### src/hdl/far_pkg.sv
// Package for the fraction arithmetic and reduction unit.
// Shared widths, operation codes and the front-to-back job type. No dependencies.
package far_pkg;

	localparam int VALUE_WIDTH = 16;
	localparam int DEN_WIDTH   = VALUE_WIDTH - 1;
	localparam int MAG_WIDTH   = 2 * VALUE_WIDTH;
	localparam int RES_NUM_W   = 32;
	localparam int RES_DEN_W   = 31;
	localparam int QDEPTH      = 2;

	typedef enum logic [1:0] {
		OP_ADD = 2'd0,
		OP_SUB = 2'd1,
		OP_MUL = 2'd2,
		OP_DIV = 2'd3
	} op_t;

	// classified job handed from front to back
	typedef struct packed {
		logic                 err;
		logic                 neg;
		logic [MAG_WIDTH-1:0] mag;
		logic [MAG_WIDTH-1:0] den;
	} job_t;

	typedef enum logic [2:0] {
		FS_IDLE,
		FS_MUL,
		FS_SUM,
		FS_PUSH
	} front_state_t;

	typedef enum logic [2:0] {
		BS_IDLE,
		BS_GCD,
		BS_DIVN,
		BS_DIVD,
		BS_OUT
	} back_state_t;

endpackage

### src/hdl/far_front.sv
// Front part: accepts an item, forms cross products in its multiply state and
// classifies it into a job for the queue. Depends on far_pkg.
module far_front import far_pkg::*; (
	input  logic                   clk,
	input  logic                   arst_n,
	input  logic                   start,
	input  logic [1:0]             kind,
	input  logic [VALUE_WIDTH-1:0] a_num,
	input  logic [DEN_WIDTH-1:0]   a_den,
	input  logic [VALUE_WIDTH-1:0] b_num,
	input  logic [DEN_WIDTH-1:0]   b_den,
	output logic                   busy,
	output logic                   push,
	output job_t                   job,
	input  logic                   q_full
);

	front_state_t state_q, state_d;
	op_t                  kind_q;
	logic                 an_q, bn_q;
	logic [VALUE_WIDTH-1:0] am_q, bm_q;
	logic [DEN_WIDTH-1:0] ad_q, bd_q;
	logic [MAG_WIDTH-1:0] p_q, q_q, d_q;
	job_t                 job_q;
	logic                 accept;

	function automatic logic [VALUE_WIDTH-1:0] mag_of(input logic [VALUE_WIDTH-1:0] v);
		mag_of = v[VALUE_WIDTH-1] ? (~v + 1'b1) : v;
	endfunction

	assign accept = start && !busy;
	assign busy   = (state_q != FS_IDLE);
	assign push   = (state_q == FS_PUSH) && !q_full;
	assign job    = job_q;

	always_comb begin
		state_d = state_q;
		case (state_q)
			FS_IDLE: if (accept) state_d = FS_MUL;
			FS_MUL:  state_d = FS_SUM;
			FS_SUM:  state_d = FS_PUSH;
			FS_PUSH: if (!q_full) state_d = FS_IDLE;
			default: state_d = FS_IDLE;
		endcase
	end

	always_ff @(posedge clk or negedge arst_n) begin
		if (!arst_n) state_q <= FS_IDLE;
		else state_q <= state_d;
	end

	always_ff @(posedge clk) begin
		if (accept) begin
			kind_q <= op_t'(kind);
			an_q   <= a_num[VALUE_WIDTH-1];
			bn_q   <= b_num[VALUE_WIDTH-1];
			am_q   <= mag_of(a_num);
			bm_q   <= mag_of(b_num);
			ad_q   <= a_den;
			bd_q   <= b_den;
		end
		if (state_q == FS_MUL) begin
			// one multiplier per product, registered before the sum
			case (kind_q)
				OP_MUL: begin
					p_q <= MAG_WIDTH'(am_q) * MAG_WIDTH'(bm_q);
					d_q <= MAG_WIDTH'(ad_q) * MAG_WIDTH'(bd_q);
				end
				OP_DIV: begin
					p_q <= MAG_WIDTH'(am_q) * MAG_WIDTH'(bd_q);
					d_q <= MAG_WIDTH'(ad_q) * MAG_WIDTH'(bm_q);
				end
				default: begin
					p_q <= MAG_WIDTH'(am_q) * MAG_WIDTH'(bd_q);
					d_q <= MAG_WIDTH'(ad_q) * MAG_WIDTH'(bd_q);
				end
			endcase
			q_q <= MAG_WIDTH'(bm_q) * MAG_WIDTH'(ad_q);
		end
		if (state_q == FS_SUM) begin
			job_q.den <= d_q;
			job_q.err <= (ad_q == '0) || (bd_q == '0) ||
				((kind_q == OP_DIV) && (bm_q == '0));
			case (kind_q)
				OP_ADD, OP_SUB: begin
					logic qn;
					qn = (kind_q == OP_SUB) ? !bn_q : bn_q;
					if (an_q == qn) begin
						job_q.mag <= p_q + q_q;
						job_q.neg <= an_q;
					end else if (p_q >= q_q) begin
						job_q.mag <= p_q - q_q;
						job_q.neg <= an_q;
					end else begin
						job_q.mag <= q_q - p_q;
						job_q.neg <= qn;
					end
				end
				default: begin
					job_q.mag <= p_q;
					job_q.neg <= an_q != bn_q;
				end
			endcase
		end
	end

endmodule

### src/hdl/far_queue.sv
// Short job queue between front and back parts.
// Depends on far_pkg.
module far_queue import far_pkg::*; (
	input  logic clk,
	input  logic arst_n,
	input  logic push,
	input  job_t wdata,
	input  logic pop,
	output job_t rdata,
	output logic empty,
	output logic full
);

	localparam int AW = $clog2(QDEPTH);

	job_t           mem_q [QDEPTH];
	logic [AW-1:0]  wp_q, rp_q;
	logic [AW:0]    cnt_q;

	assign empty = (cnt_q == '0);
	assign full  = (cnt_q == (AW+1)'(QDEPTH));
	assign rdata = mem_q[rp_q];

	always_ff @(posedge clk or negedge arst_n) begin
		if (!arst_n) begin
			wp_q  <= '0;
			rp_q  <= '0;
			cnt_q <= '0;
		end else begin
			if (push) wp_q <= (wp_q == AW'(QDEPTH-1)) ? '0 : wp_q + 1'b1;
			if (pop)  rp_q <= (rp_q == AW'(QDEPTH-1)) ? '0 : rp_q + 1'b1;
			cnt_q <= cnt_q + (AW+1)'(push) - (AW+1)'(pop);
		end
	end

	always_ff @(posedge clk) begin
		if (push) mem_q[wp_q] <= wdata;
	end

endmodule

### src/hdl/far_back.sv
// Back part: Euclid by shared restoring divider, then both parts divided by
// the GCD, then one result strobe; errors and zero skip to the strobe. Depends on far_pkg.
module far_back import far_pkg::*; (
	input  logic                  clk,
	input  logic                  arst_n,
	input  logic                  q_empty,
	input  job_t                  job,
	output logic                  pop,
	output logic                  done,
	output logic [RES_NUM_W-1:0]  res_num,
	output logic [RES_DEN_W-1:0]  res_den,
	output logic                  status
);

	localparam int CW = $clog2(MAG_WIDTH + 1);

	back_state_t state_q, state_d;
	logic                 neg_q;
	logic [MAG_WIDTH-1:0] mag_q, den_q, x_q, y_q;
	// shared bit-serial divider
	logic [MAG_WIDTH-1:0] dvd_q, dvs_q, quo_q, rem_q;
	logic [CW-1:0]        cnt_q;
	logic                 div_run_q;
	logic [MAG_WIDTH:0]   trial;
	logic [MAG_WIDTH-1:0] n_out;
	logic [RES_NUM_W-1:0] num_q;
	logic [RES_DEN_W-1:0] dres_q;
	logic                 st_q, done_q;
	logic                 div_last;

	assign trial    = {rem_q, dvd_q[MAG_WIDTH-1]} - {1'b0, dvs_q};
	assign div_last = div_run_q && (cnt_q == CW'(MAG_WIDTH - 1));
	assign pop      = (state_q == BS_IDLE) && !q_empty;
	assign done     = done_q;
	assign res_num  = num_q;
	assign res_den  = dres_q;
	assign status   = st_q;
	assign n_out    = neg_q ? (~quo_q + 1'b1) : quo_q;

	always_comb begin
		state_d = state_q;
		case (state_q)
			BS_IDLE: if (!q_empty) begin
				if (job.err || job.mag == '0) state_d = BS_OUT;
				else state_d = BS_GCD;
			end
			BS_GCD:  if (!div_run_q && y_q == '0) state_d = BS_DIVN;
			BS_DIVN: if (div_last) state_d = BS_DIVD;
			BS_DIVD: if (div_last) state_d = BS_OUT;
			BS_OUT:  state_d = BS_IDLE;
			default: state_d = BS_IDLE;
		endcase
	end

	always_ff @(posedge clk or negedge arst_n) begin
		if (!arst_n) begin
			state_q   <= BS_IDLE;
			div_run_q <= 1'b0;
			done_q    <= 1'b0;
		end else begin
			state_q <= state_d;
			done_q  <= 1'b0;
			if (div_last) div_run_q <= 1'b0;
			case (state_q)
				BS_IDLE: if (!q_empty) begin
					if (job.err || job.mag == '0) done_q <= 1'b1;
				end
				BS_GCD: if (!div_run_q && y_q != '0) div_run_q <= 1'b1;
				BS_DIVN, BS_DIVD: if (!div_run_q && !div_last) div_run_q <= 1'b1;
				default: ;
			endcase
			if (state_q == BS_DIVD && div_last) done_q <= 1'b1;
		end
	end

	always_ff @(posedge clk) begin
		if (div_run_q) begin
			// one quotient bit a cycle
			dvd_q <= {dvd_q[MAG_WIDTH-2:0], 1'b0};
			cnt_q <= cnt_q + 1'b1;
			if (!trial[MAG_WIDTH]) begin
				rem_q <= trial[MAG_WIDTH-1:0];
				quo_q <= {quo_q[MAG_WIDTH-2:0], 1'b1};
			end else begin
				rem_q <= {rem_q[MAG_WIDTH-2:0], dvd_q[MAG_WIDTH-1]};
				quo_q <= {quo_q[MAG_WIDTH-2:0], 1'b0};
			end
		end
		case (state_q)
			BS_IDLE: if (!q_empty) begin
				neg_q <= job.neg;
				mag_q <= job.mag;
				den_q <= job.den;
				x_q   <= job.mag;
				y_q   <= job.den;
				if (job.err) begin
					num_q  <= '0;
					dres_q <= '0;
					st_q   <= 1'b1;
				end else begin
					num_q  <= '0;
					dres_q <= RES_DEN_W'(1);
					st_q   <= 1'b0;
				end
			end
			BS_GCD: begin
				if (!div_run_q && y_q != '0) begin
					dvd_q <= x_q; dvs_q <= y_q; rem_q <= '0; quo_q <= '0; cnt_q <= '0;
				end
				if (div_last) begin
					x_q <= y_q;
					y_q <= trial[MAG_WIDTH] ? {rem_q[MAG_WIDTH-2:0], dvd_q[MAG_WIDTH-1]}
						: trial[MAG_WIDTH-1:0];
				end
			end
			BS_DIVN: begin
				if (!div_run_q && !div_last) begin
					dvd_q <= mag_q; dvs_q <= x_q; rem_q <= '0; quo_q <= '0; cnt_q <= '0;
				end
			end
			BS_DIVD: begin
				if (!div_run_q) begin
					num_q <= RES_NUM_W'(n_out);
					dvd_q <= den_q; dvs_q <= x_q; rem_q <= '0; quo_q <= '0; cnt_q <= '0;
				end
				if (div_last) dres_q <= RES_DEN_W'({quo_q[MAG_WIDTH-2:0], !trial[MAG_WIDTH]});
			end
			default: ;
		endcase
	end

endmodule

### src/hdl/fraction_arith_reduce_unit.sv
// Top level of the fraction arithmetic and reduction unit.
// Depends on far_pkg, far_front, far_queue and far_back.
//
// One item in, one result out. The front takes an item when busy is low and
// holds busy through its multiply, sum and hand-over states, longer while the
// queue is full. A two-deep queue then feeds the back part, which runs Euclid
// and two final divisions on a shared bit-serial divider, so the front can take
// a new item while the back part still works on an earlier one. The result
// shows for one cycle with done high; the receiver cannot stall it. Errors
// give 0/0 with status high; zero gives 0/1.
module fraction_arith_reduce_unit import far_pkg::*; (
	input  logic                   clk,
	input  logic                   arst_n,
	input  logic                   start,
	output logic                   busy,
	input  logic [1:0]             kind,
	input  logic [VALUE_WIDTH-1:0] a_num,
	input  logic [DEN_WIDTH-1:0]   a_den,
	input  logic [VALUE_WIDTH-1:0] b_num,
	input  logic [DEN_WIDTH-1:0]   b_den,
	output logic                   done,
	output logic [RES_NUM_W-1:0]   res_num,
	output logic [RES_DEN_W-1:0]   res_den,
	output logic                   status
);

	job_t f_job, q_job;
	logic f_push, q_pop, q_empty, q_full;

	far_front u_front (
		.clk(clk), .arst_n(arst_n), .start(start), .kind(kind),
		.a_num(a_num), .a_den(a_den), .b_num(b_num), .b_den(b_den),
		.busy(busy), .push(f_push), .job(f_job), .q_full(q_full)
	);

	far_queue u_queue (
		.clk(clk), .arst_n(arst_n), .push(f_push), .wdata(f_job),
		.pop(q_pop), .rdata(q_job), .empty(q_empty), .full(q_full)
	);

	far_back u_back (
		.clk(clk), .arst_n(arst_n), .q_empty(q_empty), .job(q_job), .pop(q_pop),
		.done(done), .res_num(res_num), .res_den(res_den), .status(status)
	);

`ifndef SYNTHESIS
	a_err_den: assert property (@(posedge clk) disable iff (!arst_n)
		done && status |-> res_den == '0 && res_num == '0)
		else $error("error result not 0/0");
	a_ok_den: assert property (@(posedge clk) disable iff (!arst_n)
		done && !status |-> res_den != '0)
		else $error("zero denominator on good result");
	a_no_pop_empty: assert property (@(posedge clk) disable iff (!arst_n)
		q_pop |-> !q_empty)
		else $error("pop from empty queue");
	a_no_push_full: assert property (@(posedge clk) disable iff (!arst_n)
		f_push |-> !q_full)
		else $error("push into full queue");
`endif

endmodule

### config.mk
export PLATFORM = sky130hd
export DESIGN_NAME = fraction_arith_reduce_unit
export DESIGN_NICKNAME = d
export VERILOG_FILES = /design/src/hdl/far_pkg.sv /design/src/hdl/far_front.sv /design/src/hdl/far_queue.sv /design/src/hdl/far_back.sv /design/src/hdl/fraction_arith_reduce_unit.sv
export SDC_FILE = /design/constraint.sdc
export NUM_CORES = 2
export LEC_CHECK = 0
export ABC_AREA = 1
export BUFFER_PORTS_ARGS = -buffer_cell sky130_fd_sc_hd__buf_4
export CAP_MARGIN = 10
export CORE_MARGIN = 3
export CORE_UTILIZATION = 50
export CTS_CLUSTER_SIZE = 16
export DETAILED_ROUTE_END_ITERATION = 10
export GPL_ROUTABILITY_DRIVEN = 1
export GPL_TIMING_DRIVEN = 0
export PLACE_DENSITY = 0.68
export RECOVER_POWER = 25
export SLEW_MARGIN = 25
export SYNTH_ARGS = -nofsm -noshare
export SYNTH_HDL_FRONTEND = slang
export SYNTH_SLANG_ARGS = --single-unit
### constraint.sdc
create_clock -name clk -period 6.2 [get_ports clk]
set_clock_uncertainty 0.1 [all_clocks]
set_input_delay 0 -clock clk [delete_from_list [all_inputs] [get_ports clk]]
set_output_delay 0 -clock clk [all_outputs]
set_load 0.02 [all_outputs]
After elaboration in Yosys (flattened, before gate mapping) --
Memories as Yosys holds them, arrays and structs flattened. Cells that the tools add are included. W data, S select, Z words.
Word-level totals: memory bits (writable) 132, memory bits (read-only) 0, word-level logic and storage cells 195, register bits 566, memories 1, input bits 67, latch bits 0
Operators by class: add/subtract/negate cells 12, equality and inequality tests 23, multiplexer cells 70, reduce and logical (&&, ||, !) cells 42, shift-type cells 0, div/mod/pow operators 0, multiply operators 4, order comparisons 1, bitwise gates (word level) 4
Memory list:
- u_queue.mem_q | words 2, width 66, rd ports 1, clocked after memory_dff 0, wr ports 1, line far_queue.sv:16 | job_t mem_q [QDEPTH];
Operators with widths (number):
- $mux W32 | 23
- $pmux W32 S3 | 4
- $pmux W32 S2 | 3
- $mux W33 | 3
- $mux W31 | 3
- $logic_not A32 Y1 | 2
- $pmux W31 S2 | 1
- $sub A33 B32 Y33 | 1
- $add A16 B1 Y16 const B | 2
- $add A32 B1 Y32 const B | 1
- $add A32 B31 Y32 | 1
- $ge A32 B31 Y1 | 1
- $mul A16 B16 Y32 | 1
- $not A16 Y16 | 2
- $not A32 Y32 | 1
- $reduce_bool A32 Y1 | 1
- $sub A31 B32 Y32 | 1
- $sub A32 B31 Y32 | 1
- $mul A15 B16 Y31 | 1
- $mul A16 B15 Y31 | 1
- $logic_not A15 Y1 | 2
- $mul A15 B15 Y30 | 1
- $mux W15 | 2
- $mux W30 | 1
- 32 further kinds | 96

Depth between registers and ports, before layout --
An unclocked memory read counts as a cell.
depth in word-level cells 7, gate-level depth with buffers 29, mapped depth without buffers 28

By module --
From an unflattened synthesis, not the netlist that was laid out.
Unflattened totals: cell total of the unflattened synthesis 9330, area total of the unflattened synthesis 72354.4 um2
Modules (own cells, without submodules):
- far_front | cells an instance 6696, times used 1, area an instance 49523.7 um2, seq. area each 6806.5 um2
- far_back | cells an instance 2265, times used 1, area an instance 17709.5 um2, seq. area each 8923.6 um2
- far_queue | cells an instance 369, times used 1, area an instance 5121.2 um2, seq. area each 4063.9 um2

Least setup slack after synthesis --
Ideal clock, no wire load.
path kind register -> register, from register u_back.state_q[2], to register u_back.x_q[0] (enable), stages on the path, launching flop included 5, buffers on the path 0, clock period less this slack 6.491 ns, slack -0.291 ns, required time 5.601 ns, arrival 5.892 ns, cell sequence dfrtp_1 nor2_1 nand2_1 a21oi_1 o21bai_1
Between the ends: word-level cells in the longest chain between the ends 3, elaborated cells between the ends (all ways) 6
RTL lines:
- start, declared | line far_back.sv:17 | back_state_t state_q, state_d;
- start signal, assigned | line far_back.sv:61 | state_q <= state_d;
- $eq A3 B1 Y1 or $logic_not A3 Y1 (tied branches) | line far_back.sv:89 | case (state_q)
- $ne A2 B1 Y1 (no source line) (tied with other cells)
- $reduce_and A3 Y1 (no source line) *
- end signal, assigned | line far_back.sv:94 | x_q <= job.mag;
- end signal, assigned | line far_back.sv:111 | x_q <= y_q;
- end, declared | line far_back.sv:19 | logic [MAG_WIDTH-1:0] mag_q, den_q, x_q, y_q;
Mark *: on every way between the ends. The rest lies on a longest branch, timed or not. A chain may end at the register's enable or synchronous reset.

Worst setup path in the final report --
from register u_front.bm_q[10], to register u_front.p_q[31] (data pin)
Between the ends: word-level cells in the longest chain between the ends 1
RTL lines:
- start, declared | line far_front.sv:21 | logic [VALUE_WIDTH-1:0] am_q, bm_q;
- start signal, assigned | line far_front.sv:58 | bm_q <= mag_of(b_num);
- $mul A16 B16 Y32 | line far_front.sv:66 | p_q <= MAG_WIDTH'(am_q) * MAG_WIDTH'(bm_q);
- end signal, assigned | line far_front.sv:66
- end signal, assigned | line far_front.sv:70 | p_q <= MAG_WIDTH'(am_q) * MAG_WIDTH'(bd_q);
- end signal, assigned | line far_front.sv:74 | p_q <= MAG_WIDTH'(am_q) * MAG_WIDTH'(bd_q);
- end, declared | line far_front.sv:23 | logic [MAG_WIDTH-1:0] p_q, q_q, d_q;
No other way between the ends.

==> reports/results.txt <==
Initial DRC Count - 5910
sequential share of the synthesized area - 27.6%
CP max stage delay - 0.57 ns
die height - 384 µm
Worst Hold Margin - 0.132 ns
critical path type - reg -> reg
share of layout cells above drive strength 1 - 8.99%
H-tree depth - 3
final setup margin - 0.0529 ns
total gr overflow - 0
Main synth FF type - edfxtp_1
wire length on met1 - 95.7 mm
Initial Utilization - 50.4%
Total Routed Length - 248 mm
gr usage total - 33.5%
IO buf count - 132
Worst Setup Start Kind - flop
Rows - 138
status - finished, final reports clean
first-pass GRT wire length - 372 mm
dpl cells - 11.2k
synthesized area - 71400 µm²
Core Box Area - 142000 µm²
Layout Cells excl Fill - 11.6k
CTS buffer count - 76
vias per std cell - 5.40
Ys Warns - 0
fin crit period - 6.15 ns
hold depth - 3
Yosys cell types - 55
DRT Pass-1 Iters - 6
Clock Path Buffers - 3
I/O Pins - 133
Layout area overhead - 14.6%
CP Data Required Time - 6.51 ns
dpl ws - -1.03 ns
Final Slew Violations - 0
Routed Antenna Nets - 0
Critical Path Fanout Max - 6
simple-gate share of the synthesized area - 21.1%
Mapped Nets - 10.5k
adder-cell share of the synthesized area - 29.5%
Final Hold Viols - 0
post-DP HPWL - 199 mm
largest net degree at the start of global routing - 59
Num Clock Sinks - 692
largest family of logic cells by synthesized area - adder cells
Synth Area in Compound Gates - 6.71%
Worst-Margin Slew - 1.22 ns
Worst setup EP type - flop
critical path's slowest cell - fa_2
vias in the first global route - 62.2k
FF-to-FF path depth - 24
worst hold path type - in -> reg
post-synthesis xor/xnor area fraction - 1.75%
Mapped Cells - 9188
max cap viols - 0
fmax - 163 MHz
Routed met2 length - 113 mm
CP Data Arrival Time - 6.46 ns
Final setup viols - 0
RSZ-0062 raised after global routing - yes
Post-synth EDFFs - 579
TritonCTS clock tree - built
CP Cell Sequence - clkbuf_8, buf_4, buf_12, nand2_1, inv_1, fa_1, fa_1, inv_1, fa_1, fa_1, inv_1, fa_2, ha_1, ha_4, nand2_1, nor2_1, inv_1, nor2_2, nand4_1, nand3_2, nand2_1, nand3_1, a21oi_1, o21a_1
Layout Nets - 11.0k
Vias - 62.6k
Mean Syn Cell Area - 7.77 µm²
DR top layer - met5
Async S/R FF share, synth - 1.59%
clock-pin slew on the worst setup and hold paths - 0.06 ns
worst-skew pair later-pin latency - 0.68 ns
mux contribution to synthesized area - 0%
initial antenna violation count - 2
Final Cycle Share - 99.1%
Die W - 384 µm
routed wire length on met3 - 21.0 mm
relative slew slack - 18.4%
DRC errors left - 0
routability cong. - 1.03
die area - 147000 µm²
WL/cell - 21.4 µm
root buffer cell - clkbuf_16
Yosys reg bits - 692
## cells in the mapped netlist (49+ instances only)
library cell / n / area, µm²
nor2_1: 433 / 1630
ha_1: 524 / 6560
a21oi_1: 308 / 1540
inv_1: 2110 / 7920
nor3_1: 61 / 305
nand2_1: 2828 / 10600
nand3_1: 267 / 1340
nand4_1: 49 / 307
edfxtp_1: 579 / 17400
clkbuf_1: 276 / 1040
o21ai_0: 349 / 1750
dfxtp_1: 102 / 2040
fa_1: 725 / 14500
xor2_1: 103 / 902
## layout by cell type, fill, tap and decap left out, types with 25 or more instances in the layout
master         count
clkbuf_2          34
nand4_1           49
nand3_1          244
clkbuf_1         158
nand2_1         2791
a22oi_1           30
o21bai_1          28
dfxtp_1          102
inv_2             33
nor2_1           413
o211ai_1          36
a21oi_1          270
nor3_1            57
buf_2             32
ha_4              25
o21ai_0          322
fa_1             719
o22ai_1           32
buf_4            193
nand2_2           48
xor2_1            93
buf_6             27
clkbuf_4          86
edfxtp_1         579
a21oi_2           34
nor2_2            25
nor4_1            34
dlygate4sd3_1    127
ha_1             489
or2_2             31
clkbuf_16         79
xnor2_1           35
inv_1           2085
## cells by family after synthesis
family                   Yosys count
AND/OR/NAND/NOR                 3769
buffers and inverters           2469
adder cells (fa/ha/maj)         1249
AO/OA/AOI/OAI                    866
flip-flops                       692
XOR/XNOR                         143
## flip-flops by register name (all words and copies together), names as in the netlist, 16 cells and up
register,flops
u_back.den_q,31
u_back.dvd_q,32
u_back.dvs_q,32
u_back.mag_q,32
u_back.quo_q,32
u_back.rem_q,32
u_back.res_den,31
u_back.res_num,32
u_back.x_q,32
u_back.y_q,32
u_front.am_q,16
u_front.bm_q,16
u_front.d_q,31
u_front.job,65
u_front.p_q,32
u_front.q_q,31
u_queue.mem_q,130
## final timing paths
| kind | from | end | slack [ns] |
|---|---|---|---|
| setup / recovery | u_front.bm_q[10] | u_front.p_q[31] | 0.05 |
| hold / removal | a_num[14] | u_front.am_q[14] | 0.13 |
| setup reg to reg | u_front.bm_q[10] | u_front.p_q[31] | 0.05 |
| hold reg to reg | u_front.d_q[30] | u_front.job[30] | 0.30 |
| max in group asynchronous | arst_n | u_back.div_run_q | 5.22 |
| min in group asynchronous | arst_n | u_front.state_q[1] | 0.35 |
## worst max-delay path: cells and delay by family (launching register included)
kind / cells / cell delay [ns]
compound gates: 2 / 0.28
simple gates: 8 / 0.97
flops: 1 / 0.53
fa+ha+maj: 7 / 3.20
buf+inv: 7 / 0.82
## routing by layer
metal,vias to the layer above,global-route usage [%]
met4,2,19.5
li1,28800,-
met5,-,0
met1,30100,41.5
met3,699,6.14
met2,3021,54.9
## cell type report
class	instances	area, µm²
antenna	2	5.00
buffer	338	2400
clock buffer	91	2020
clock inverter	49	523
fill	13000	59800
inverter	2122	7970
multi-input combinational	6027	43500
sequential	692	19700
tap	1890	2360
timing repair buffer	378	3270
## repair_timing
action,in CTS,in global routing
pin swaps,1,69
setup endpoints to repair,62,57
setup buffers,54,49
gates resized for setup,393,413
cloned,1,0
hold buffers,127,0
endpoints found under the hold margin,87,0
## per-stage QoR
step	cell area, µm²	utilization (%)	TNS [ns]
after detailed placement	75200	53.1	-32.28
after floorplan	71400	-	0
final	81800	57.8	0
after CTS	80500	56.9	0
after global placement	74700	52.8	-69.63
after global routing	81800	57.8	-0.592
Power is not shown: default switching activity piles up to over one toggle a cycle in this logic, so the estimate is an artifact.
